[src/kvbrp_pkg.sv]
`default_nettype none
package kvbrp_pkg;

  localparam int unsigned HDR_BYTES   = 24;
  localparam int unsigned FLAGS_BYTES = 4;

  localparam int unsigned POS_W  = 33;
  localparam int unsigned IDX_W  = 5;

  // configuration register indexes
  localparam logic CFG_RESPONSE_MAGIC = 1'b0;
  localparam logic CFG_SUCCESS_STATUS = 1'b1;

  typedef enum logic [2:0] {
    SEG_HEADER  = 3'd0,
    SEG_EXTRAS  = 3'd1,
    SEG_KEY     = 3'd2,
    SEG_VALUE   = 3'd3,
    SEG_ERRTEXT = 3'd4,
    SEG_IGNORED = 3'd5
  } seg_t;

  typedef enum logic [2:0] {
    OC_OK         = 3'd0,
    OC_SHORT_HDR  = 3'd1,
    OC_BAD_MAGIC  = 3'd2,
    OC_TRUNCATED  = 3'd3,
    OC_LEN_INCONS = 3'd4
  } outcome_t;

  typedef struct packed {
    logic [7:0]  magic;
    logic [15:0] success;
  } cfg_t;

  // one classified byte, handed from the front to the back
  typedef struct packed {
    logic [7:0]       data;
    seg_t             seg;
    logic             last;
    outcome_t         oc;
    logic             hdr_we;
    logic [IDX_W-1:0] hdr_idx;
    logic             flag_we;
    logic [1:0]       flag_idx;
  } entry_t;

endpackage
`default_nettype wire

[src/kv_binary_response_parser_core.sv]
`default_nettype none
// binary key-value response parser: takes a response buffer one byte per
// transaction (last_byte marks its final byte) and returns one transaction
// per byte carrying the byte, its segment tag (header, extras, key, value,
// error text or ignored) and, on the last byte, done_res with the outcome
// and, when the outcome is ok, the decoded header words, flags and value
// length; sustained rate is one byte per clock while results are popped, a
// byte passes through the queue and then the back's output register before
// it shows on the result ports, and the path is the front's position
// counter with its length compares feeding a short queue ahead of the
// back's header capture and output register; parsing restarts at header
// byte zero after each last byte and there is no startup clearing pass
module kv_binary_response_parser_core #(
  parameter int unsigned QUEUE_DEPTH = 2
) (
  input  wire logic        clk,
  input  wire logic        rst,
  // configuration write port
  input  wire logic        cfg_we,
  input  wire logic        cfg_addr,
  input  wire logic [15:0] cfg_data,
  // input side
  input  wire logic        push,
  output logic             full,
  input  wire logic [7:0]  data_byte,
  input  wire logic        last_byte,
  // result side
  input  wire logic        pop,
  output logic             empty,
  output logic [2:0]       segment,
  output logic [7:0]       byte_out,
  output logic             done_res,
  output logic [2:0]       outcome,
  output logic [7:0]       opcode_out,
  output logic [15:0]      status_out,
  output logic [31:0]      opaque_out,
  output logic [63:0]      cas_out,
  output logic [31:0]      flags_out,
  output logic [15:0]      key_len_out,
  output logic [31:0]      value_len_out
);

  kvbrp_pkg::cfg_t   cfg;
  kvbrp_pkg::entry_t f_entry;
  kvbrp_pkg::entry_t q_entry;
  logic              take;
  logic              q_empty;
  logic              q_take;

  // a byte transaction completes when push meets a non-full queue
  assign take = push && !full;

  // configuration registers: the user writes them only while idle; the block does not enforce it
  always_ff @(posedge clk) begin
    if (rst) begin
      cfg.magic   <= 8'h81;
      cfg.success <= 16'h0000;
    end else if (cfg_we) begin
      case (cfg_addr)
        kvbrp_pkg::CFG_RESPONSE_MAGIC: cfg.magic   <= cfg_data[7:0];
        kvbrp_pkg::CFG_SUCCESS_STATUS: cfg.success <= cfg_data;
        default: ;
      endcase
    end
  end

  // front: byte position, length fields, segment tag and outcome
  kvbrp_front u_front (
    .clk       (clk),
    .rst       (rst),
    .cfg       (cfg),
    .take      (take),
    .data_byte (data_byte),
    .last_byte (last_byte),
    .entry     (f_entry)
  );

  // decoupling queue between classification and reporting
  kvbrp_queue #(
    .DEPTH (QUEUE_DEPTH)
  ) u_queue (
    .clk     (clk),
    .rst     (rst),
    .wr      (take),
    .wr_data (f_entry),
    .full    (full),
    .rd      (q_take),
    .rd_data (q_entry),
    .empty   (q_empty)
  );

  // back: header word capture and registered result transaction
  kvbrp_back u_back (
    .clk           (clk),
    .rst           (rst),
    .q_valid       (!q_empty),
    .q_data        (q_entry),
    .q_take        (q_take),
    .pop           (pop),
    .empty         (empty),
    .segment       (segment),
    .byte_out      (byte_out),
    .done_res      (done_res),
    .outcome       (outcome),
    .opcode_out    (opcode_out),
    .status_out    (status_out),
    .opaque_out    (opaque_out),
    .cas_out       (cas_out),
    .flags_out     (flags_out),
    .key_len_out   (key_len_out),
    .value_len_out (value_len_out)
  );

endmodule
`default_nettype wire

[src/kvbrp_front.sv]
`default_nettype none
module kvbrp_front (
  input  wire logic            clk,
  input  wire logic            rst,
  input  wire kvbrp_pkg::cfg_t cfg,
  input  wire logic            take,
  input  wire logic [7:0]      data_byte,
  input  wire logic            last_byte,
  output kvbrp_pkg::entry_t    entry
);

  logic [kvbrp_pkg::POS_W-1:0] pos;
  logic [kvbrp_pkg::POS_W-1:0] pos_next;
  logic [7:0]                  magic;
  logic [15:0]                 key_len;
  logic [7:0]                  extras_len;
  logic [15:0]                 status;
  logic [31:0]                 body_len;

  logic                        in_hdr;
  logic                        pos_sat;
  logic [kvbrp_pkg::POS_W-1:0] off;
  logic [16:0]                 ek;
  logic                        ek_over;
  logic                        magic_bad;
  kvbrp_pkg::seg_t             seg;
  kvbrp_pkg::outcome_t         oc;

  assign in_hdr    = (pos < kvbrp_pkg::POS_W'(kvbrp_pkg::HDR_BYTES));
  assign pos_sat   = &pos;
  assign off       = pos - kvbrp_pkg::POS_W'(kvbrp_pkg::HDR_BYTES);
  assign ek        = {1'b0, key_len} + {9'd0, extras_len};
  assign ek_over   = ({15'd0, ek} > body_len);
  assign magic_bad = (magic != cfg.magic);
  assign pos_next  = last_byte ? '0 : (pos_sat ? pos : pos + 1'b1);

  always_comb begin
    if (in_hdr) begin
      seg = kvbrp_pkg::SEG_HEADER;
    end else if (pos_sat || magic_bad || ek_over) begin
      seg = kvbrp_pkg::SEG_IGNORED;
    end else if (off < {25'd0, extras_len}) begin
      seg = kvbrp_pkg::SEG_EXTRAS;
    end else if (off < {16'd0, ek}) begin
      seg = kvbrp_pkg::SEG_KEY;
    end else if (off < {1'b0, body_len}) begin
      seg = (status != cfg.success) ? kvbrp_pkg::SEG_ERRTEXT : kvbrp_pkg::SEG_VALUE;
    end else begin
      seg = kvbrp_pkg::SEG_IGNORED;
    end
  end

  // outcome priority: short, magic, truncated, inconsistent lengths
  always_comb begin
    oc = kvbrp_pkg::OC_OK;
    if (last_byte) begin
      if (pos < kvbrp_pkg::POS_W'(kvbrp_pkg::HDR_BYTES - 1)) begin
        oc = kvbrp_pkg::OC_SHORT_HDR;
      end else if (magic_bad) begin
        oc = kvbrp_pkg::OC_BAD_MAGIC;
      end else if ({1'b0, pos} <
                   (34'(kvbrp_pkg::HDR_BYTES - 1) + {2'd0, body_len})) begin
        oc = kvbrp_pkg::OC_TRUNCATED;
      end else if (ek_over) begin
        oc = kvbrp_pkg::OC_LEN_INCONS;
      end
    end
  end

  always_comb begin
    entry.data     = data_byte;
    entry.seg      = seg;
    entry.last     = last_byte;
    entry.oc       = oc;
    entry.hdr_we   = in_hdr;
    entry.hdr_idx  = pos[kvbrp_pkg::IDX_W-1:0];
    entry.flag_we  = (seg == kvbrp_pkg::SEG_EXTRAS) &&
                     (extras_len >= 8'(kvbrp_pkg::FLAGS_BYTES)) &&
                     (off < kvbrp_pkg::POS_W'(kvbrp_pkg::FLAGS_BYTES));
    entry.flag_idx = off[1:0];
  end

  always_ff @(posedge clk) begin
    if (rst) begin
      pos <= '0;
    end else if (take) begin
      pos <= pos_next;
    end
  end

  // header fields used for classification; every field is fully
  // rewritten before it is consulted, so no clearing between buffers
  always_ff @(posedge clk) begin
    if (take && in_hdr) begin
      case (pos[kvbrp_pkg::IDX_W-1:0]) inside
        5'd0:           magic            <= data_byte;
        5'd2:           key_len[15:8]    <= data_byte;
        5'd3:           key_len[7:0]     <= data_byte;
        5'd4:           extras_len       <= data_byte;
        5'd6:           status[15:8]     <= data_byte;
        5'd7:           status[7:0]      <= data_byte;
        [5'd8:5'd11]:   body_len[8*(3 - pos[1:0]) +: 8] <= data_byte;
        default: ;
      endcase
    end
  end

`ifndef SYNTHESIS
  a_pos_restart: assert property (@(posedge clk) disable iff (rst)
    take && last_byte |=> pos == '0)
    else $error("position not restarted after last byte");
`endif

endmodule
`default_nettype wire

[src/kvbrp_queue.sv]
`default_nettype none
module kvbrp_queue #(
  parameter int unsigned DEPTH = 2
) (
  input  wire logic              clk,
  input  wire logic              rst,
  input  wire logic              wr,
  input  wire kvbrp_pkg::entry_t wr_data,
  output logic                   full,
  input  wire logic              rd,
  output kvbrp_pkg::entry_t      rd_data,
  output logic                   empty
);

  localparam int unsigned PTR_W = (DEPTH > 1) ? $clog2(DEPTH) : 1;
  localparam int unsigned CNT_W = $clog2(DEPTH + 1);

  kvbrp_pkg::entry_t mem [DEPTH];
  logic [PTR_W-1:0]  wr_ptr;
  logic [PTR_W-1:0]  rd_ptr;
  logic [CNT_W-1:0]  count;
  logic              do_wr;
  logic              do_rd;

  assign full    = (count == CNT_W'(DEPTH));
  assign empty   = (count == '0);
  assign do_wr   = wr && !full;
  assign do_rd   = rd && !empty;
  assign rd_data = mem[rd_ptr];

  always_ff @(posedge clk) begin
    if (rst) begin
      wr_ptr <= '0;
      rd_ptr <= '0;
      count  <= '0;
    end else begin
      if (do_wr) begin
        wr_ptr <= (wr_ptr == PTR_W'(DEPTH - 1)) ? '0 : wr_ptr + 1'b1;
      end
      if (do_rd) begin
        rd_ptr <= (rd_ptr == PTR_W'(DEPTH - 1)) ? '0 : rd_ptr + 1'b1;
      end
      if (do_wr && !do_rd) begin
        count <= count + 1'b1;
      end else if (do_rd && !do_wr) begin
        count <= count - 1'b1;
      end
    end
  end

  always_ff @(posedge clk) begin
    if (do_wr) begin
      mem[wr_ptr] <= wr_data;
    end
  end

`ifndef SYNTHESIS
  a_count_bound: assert property (@(posedge clk) disable iff (rst)
    count <= CNT_W'(DEPTH))
    else $error("queue count beyond depth");
`endif

endmodule
`default_nettype wire

[src/kvbrp_back.sv]
`default_nettype none
module kvbrp_back (
  input  wire logic              clk,
  input  wire logic              rst,
  input  wire logic              q_valid,
  input  wire kvbrp_pkg::entry_t q_data,
  output logic                   q_take,
  input  wire logic              pop,
  output logic                   empty,
  output logic [2:0]             segment,
  output logic [7:0]             byte_out,
  output logic                   done_res,
  output logic [2:0]             outcome,
  output logic [7:0]             opcode_out,
  output logic [15:0]            status_out,
  output logic [31:0]            opaque_out,
  output logic [63:0]            cas_out,
  output logic [31:0]            flags_out,
  output logic [15:0]            key_len_out,
  output logic [31:0]            value_len_out
);

  logic        out_valid;
  logic        report;

  logic [7:0]  opcode,     opcode_next;
  logic [15:0] key_len,    key_len_next;
  logic [7:0]  extras_len, extras_len_next;
  logic [15:0] status,     status_next;
  logic [31:0] body_len,   body_len_next;
  logic [31:0] opaque,     opaque_next;
  logic [63:0] cas,        cas_next;
  logic [31:0] flags,      flags_next;
  logic [16:0] ek_next;
  logic [2:0]  cas_lane;

  assign empty    = !out_valid;
  assign q_take   = q_valid && (!out_valid || pop);
  assign report   = q_data.last && (q_data.oc == kvbrp_pkg::OC_OK);
  assign cas_lane = 3'(5'd23 - q_data.hdr_idx);
  assign ek_next  = {1'b0, key_len_next} + {9'd0, extras_len_next};

  // header words as they stand once the incoming byte is taken in
  always_comb begin
    opcode_next     = opcode;
    key_len_next    = key_len;
    extras_len_next = extras_len;
    status_next     = status;
    body_len_next   = body_len;
    opaque_next     = opaque;
    cas_next        = cas;
    flags_next      = flags;
    if (q_data.hdr_we) begin
      case (q_data.hdr_idx) inside
        5'd1:          opcode_next        = q_data.data;
        5'd2:          key_len_next[15:8] = q_data.data;
        5'd3:          key_len_next[7:0]  = q_data.data;
        5'd4:          extras_len_next    = q_data.data;
        5'd6:          status_next[15:8]  = q_data.data;
        5'd7:          status_next[7:0]   = q_data.data;
        [5'd8:5'd11]:  body_len_next[8*(3 - q_data.hdr_idx[1:0]) +: 8] = q_data.data;
        [5'd12:5'd15]: opaque_next[8*(3 - q_data.hdr_idx[1:0]) +: 8]   = q_data.data;
        [5'd16:5'd23]: cas_next[8*cas_lane +: 8]                       = q_data.data;
        default: ;
      endcase
    end
    if (q_data.flag_we) begin
      flags_next[8*(3 - q_data.flag_idx) +: 8] = q_data.data;
    end
  end

  always_ff @(posedge clk) begin
    if (rst) begin
      out_valid <= 1'b0;
    end else if (q_take) begin
      out_valid <= 1'b1;
    end else if (pop) begin
      out_valid <= 1'b0;
    end
  end

  always_ff @(posedge clk) begin
    if (q_take) begin
      opcode     <= opcode_next;
      key_len    <= key_len_next;
      extras_len <= extras_len_next;
      status     <= status_next;
      body_len   <= body_len_next;
      opaque     <= opaque_next;
      cas        <= cas_next;
      flags      <= flags_next;

      segment       <= q_data.seg;
      byte_out      <= q_data.data;
      done_res      <= q_data.last;
      outcome       <= q_data.oc;
      opcode_out    <= report ? opcode_next : '0;
      status_out    <= report ? status_next : '0;
      opaque_out    <= report ? opaque_next : '0;
      cas_out       <= report ? cas_next : '0;
      key_len_out   <= report ? key_len_next : '0;
      flags_out     <= (report && (extras_len_next >= 8'(kvbrp_pkg::FLAGS_BYTES))) ?
                       flags_next : '0;
      value_len_out <= report ? (body_len_next - {15'd0, ek_next}) : '0;
    end
  end

`ifndef SYNTHESIS
  a_quiet_fields: assert property (@(posedge clk) disable iff (rst)
    out_valid && !done_res |-> outcome == kvbrp_pkg::OC_OK && cas_out == '0
                               && value_len_out == '0)
    else $error("report fields set on a byte without done");
  a_hold_stalled: assert property (@(posedge clk) disable iff (rst)
    out_valid && !pop |=> out_valid && $stable(byte_out) && $stable(segment))
    else $error("stalled transaction changed");
`endif

endmodule
`default_nettype wire

[config.mk]
export PLATFORM = sky130hd
export DESIGN_NAME = kv_binary_response_parser_core
export DESIGN_NICKNAME = d
export VERILOG_FILES = /design/src/kvbrp_pkg.sv /design/src/kv_binary_response_parser_core.sv /design/src/kvbrp_front.sv /design/src/kvbrp_queue.sv /design/src/kvbrp_back.sv
export SDC_FILE = /design/constraint.sdc
export NUM_CORES = 1
export LEC_CHECK = 0
export ABC_CLOCK_PERIOD_IN_PS = 18600
export BUFFER_PORTS_ARGS = -buffer_cell sky130_fd_sc_hd__buf_4
export CAP_MARGIN = 20
export CORE_MARGIN = 10
export CORE_UTILIZATION = 60
export DETAILED_ROUTE_END_ITERATION = 12
export HOLD_SLACK_MARGIN = 0.15
export MAX_ROUTING_LAYER = met4
export PLACE_DENSITY = 0.77
export SYNTH_ARGS = -nofsm -noshare
export SYNTH_HDL_FRONTEND = slang
export SYNTH_SLANG_ARGS = --single-unit
[constraint.sdc]
create_clock -name clk -period 18.6 [get_ports clk]
set_clock_uncertainty 0.15 [all_clocks]
set_input_delay 5.58 -clock clk [delete_from_list [all_inputs] [get_ports clk]]
set_output_delay 5.58 -clock clk [all_outputs]
set_load 0.02 [all_outputs]
==> flow_metrics.env <==
export IMPL_yosys_warnings=0
export IMPL_setup_viol=0
export IMPL_grt_max_degree=199
export IMPL_die_y_um=244.4
export IMPL_synth_most_common_cell="edfxtp_1"
export IMPL_vias=20800
export IMPL_status="finished, final reports clean"
export IMPL_cts_setup_buffers=0
export IMPL_yosysSeqAreaShare_pct=58.56
export IMPL_arrival_ns=8.19
export IMPL_grt_pass1_vias=19940
export IMPL_r2r_end="u_back.value_len_out[26]"
export IMPL_whs_ns=0.3190
export IMPL_synth_edff_count=547
export IMPL_start_kind="register"
export IMPL_core_area_um2=49970
export IMPL_grtUsageTotal_pct=25.09
export IMPL_nFillCells=3536
export IMPL_synth_common_cells="edfxtp_1, nor2_1, nand2_1, a21oi_1"
export IMPL_peakVddDrop_mv=0.1902
export IMPL_antenna_left=0
export IMPL_path_max_fanout=31
export IMPL_routed_wirelength_mm=75.62
export IMPL_ys_types=77
export IMPL_io_buffers=247
export IMPL_ctsLongestPathBuffers=3
export IMPL_syn_inst=2563
export IMPL_hp_class="reg2reg"
export IMPL_fin_crit_sh_pct=43.03
export IMPL_synthFlopType="edfxtp_1"
export IMPL_synth_area_top_cells="edfxtp_1, ha_1, dfxtp_1"
export IMPL_avgSynthCellArea_um2=11.78
export IMPL_p_per_area_nw_per_um2=170.6
export IMPL_drc=0
export IMPL_yosys_area_top_type_share_pct=54.38
export IMPL_hold_start="cfg[4]"
export IMPL_r2r_cells=20
export IMPL_synth_area_um2=30200
export IMPL_place_gp_congestion=0.9754
export IMPL_clkSinkCount=610
export IMPL_die_x_um=244.4
export IMPL_stdcell_area_um2=34690
export IMPL_place_area_um2=32680
export IMPL_rsz0062_at_grt="no"
export IMPL_cts_resized=0
export IMPL_cts_buffers=58
export IMPL_path_class="reg2reg"
export IMPL_clk_pin_slew_worst_paths_ns=0.06
export IMPL_synth_top_area_cell="edfxtp_1"
export IMPL_regArea_um2=17690
export IMPL_gr_total_overflow=0
export IMPL_timing_fmax_mhz=124.9
export IMPL_period_needed_ns=8.004
export IMPL_worstSetupEndpointType="register"
export IMPL_dp_hpwl_mm=53.88
export IMPL_r2r_setup_slack_ns=10.60
export IMPL_fin_cells=3493
export IMPL_ios=248
export IMPL_drive_gt1_share_pct=16.03
export IMPL_first_pass_iters=6
export IMPL_syn_to_final_growth_pct=14.84
export IMPL_first_iter_violations=2040
export IMPL_hold_viol_final=0
export IMPL_cts_htree_levels=2
export IMPL_hold_end="cfg[4]"
export IMPL_via_per_inst=5.954
export IMPL_tns_ns=0
export IMPL_clkLatencyLatePin_ns=0.63
export IMPL_synthArstFlopShare_pct=0
export IMPL_antenna_found_initial=1
export IMPL_synth_seq_cells=610
export IMPL_die_area_um2=59710
export IMPL_rows=82
export IMPL_multiInputGateArea_um2=11670
export IMPL_tightest_slew_ns=1.120
export IMPL_nets=2965
export IMPL_cts_hold_buf=0
export IMPL_p_leak_nw=13.43
export IMPL_cts_root_buf="clkbuf_16"
export IMPL_min_delay_path_depth=2
export IMPL_grt_pass1_wl_mm=115.1
export IMPL_cap_violations=0
export IMPL_relSlewSlack_pct=23.71
export IMPL_cts_tree="done"
export IMPL_dp_cells=3380
export IMPL_start_util_pct=60.45
export IMPL_synth_nets=2757
export IMPL_wl_per_cell_um=21.65
export IMPL_finalPower_mw=5.919
export IMPL_cp_required_ns=18.79
export IMPL_drv_slew=0
[power by group]
part	leakage, nW	internal (mW)	switching, mW	total [mW]
registers	5.74	2.19	0.182	2.38
logic	6.74	0.833	1.52	2.35
clock network	0.954	0.682	0.513	1.19
[worst max-delay path by stage]
stage | startpoint | to | slack [ns] | depth (start not counted)
2_1_floorplan | pop | register | 3.71 | 5
3_3_place_gp | pop | u_back.status_out[14] | 10.21 | 5
3_5_place_dp | pop | u_back.status[11] | 10.15 | 5
4_1_cts | register | u_back.value_len_out[26] | 10.79 | 20
5_1_grt | register | u_back.value_len_out[31] | 10.17 | 20
6_report | register | u_back.value_len_out[26] | 10.60 | 20
[registers in the layout (all words and copies together) (netlist names), 8 cells and up, named ones only]
signal / count
u_back.opcode_out: 8
u_front.key_len: 16
u_back.byte_out: 8
u_back.key_len_out: 16
u_back.extras_len: 8
u_back.cas_out: 64
u_front.status: 16
u_back.flags_out: 32
u_back.key_len: 16
cfg: 24
u_back.flags: 32
u_back.opaque: 32
u_front.pos: 33
u_front.extras_len: 8
u_back.opcode: 8
u_front.body_len: 32
u_front.magic: 8
u_back.value_len_out: 32
u_back.status: 16
u_back.status_out: 16
u_back.opaque_out: 32
u_back.cas: 64
u_queue.mem: 44
u_back.body_len: 32
[layout by cell type, fill, tap and decap left out, types with 7 or more instances in the layout]
cell,instances
nand3b_1,8
edfxtp_1,547
xnor2_1,87
ha_1,154
and3_1,38
mux2i_4,8
dfxtp_1,62
a31oi_1,11
mux2_2,70
nor2b_1,154
fa_1,9
nand2b_1,13
and2_1,44
o21a_1,10
nand4_1,39
buf_4,257
o21ai_0,91
clkbuf_1,13
a21o_1,40
a21oi_1,160
clkbuf_16,62
inv_1,138
nor3_1,44
mux2i_1,19
xor2_1,58
nor3b_1,7
nor2_1,205
or3_1,25
clkinv_1,7
nand3_1,36
nor4_1,25
o21bai_1,8
a22o_1,15
clkinv_2,12
nand2_1,195
a211oi_1,36
[cells by family after synthesis]
logic type	synth area share [%]
buf+inv	3.210
simple gates	14.72
fa+ha+maj	6.976
compound gates	8.778
mux	3.550
flops	58.56
xor+xnor	4.205
[through the flow]
stage               utilization (%)  worst slack, ns
finish                        69.42            10.60
global route                  69.42            10.17
CTS                           69.30            10.79
detailed placement            65.40            10.15
global placement              65.40            10.21
floorplan                         -            3.710
[worst max-delay path: stages (launching register included)]
cell	delay (ns)
dfxtp_2	0.97
mux2i_2	0.63
inv_1	0.26
ha_1	0.41
or2_2	0.38
a31o_2	0.27
a221oi_2	0.65
and3_1	0.39
a22oi_1	0.16
fa_1	0.59
inv_1	0.04
ha_1	0.36
nor2b_1	0.18
o31a_1	0.29
o31ai_1	0.48
a211o_1	0.24
o2111ai_1	0.25
or3_1	0.46
or3_1	0.33
xor2_1	0.14
nor2_1	0.05
[cell type report]
| type | count | share of cell area [%] |
|---|---|---|
| well taps | 672 | 2.424 |
| inverters | 139 | 1.526 |
| multi-input cells | 1701 | 33.64 |
| diodes | 1 | 0.007214 |
| repair buffers | 261 | 5.786 |
| clock inverters | 30 | 0.8477 |
| flip-flops and latches | 610 | 51.00 |
| clock buffers | 79 | 4.772 |
[per-layer routing]
layer / track usage [%] / part of all wire, % / wire length [um]
met5: - / 0 / 0
met4: 7.489 / 2.5 / 1901
met3: 4.327 / 7.7 / 5858
met2: 38.83 / 47 / 35330
met1: 33.63 / 43 / 32530
(Power assumes the default switching activity.)
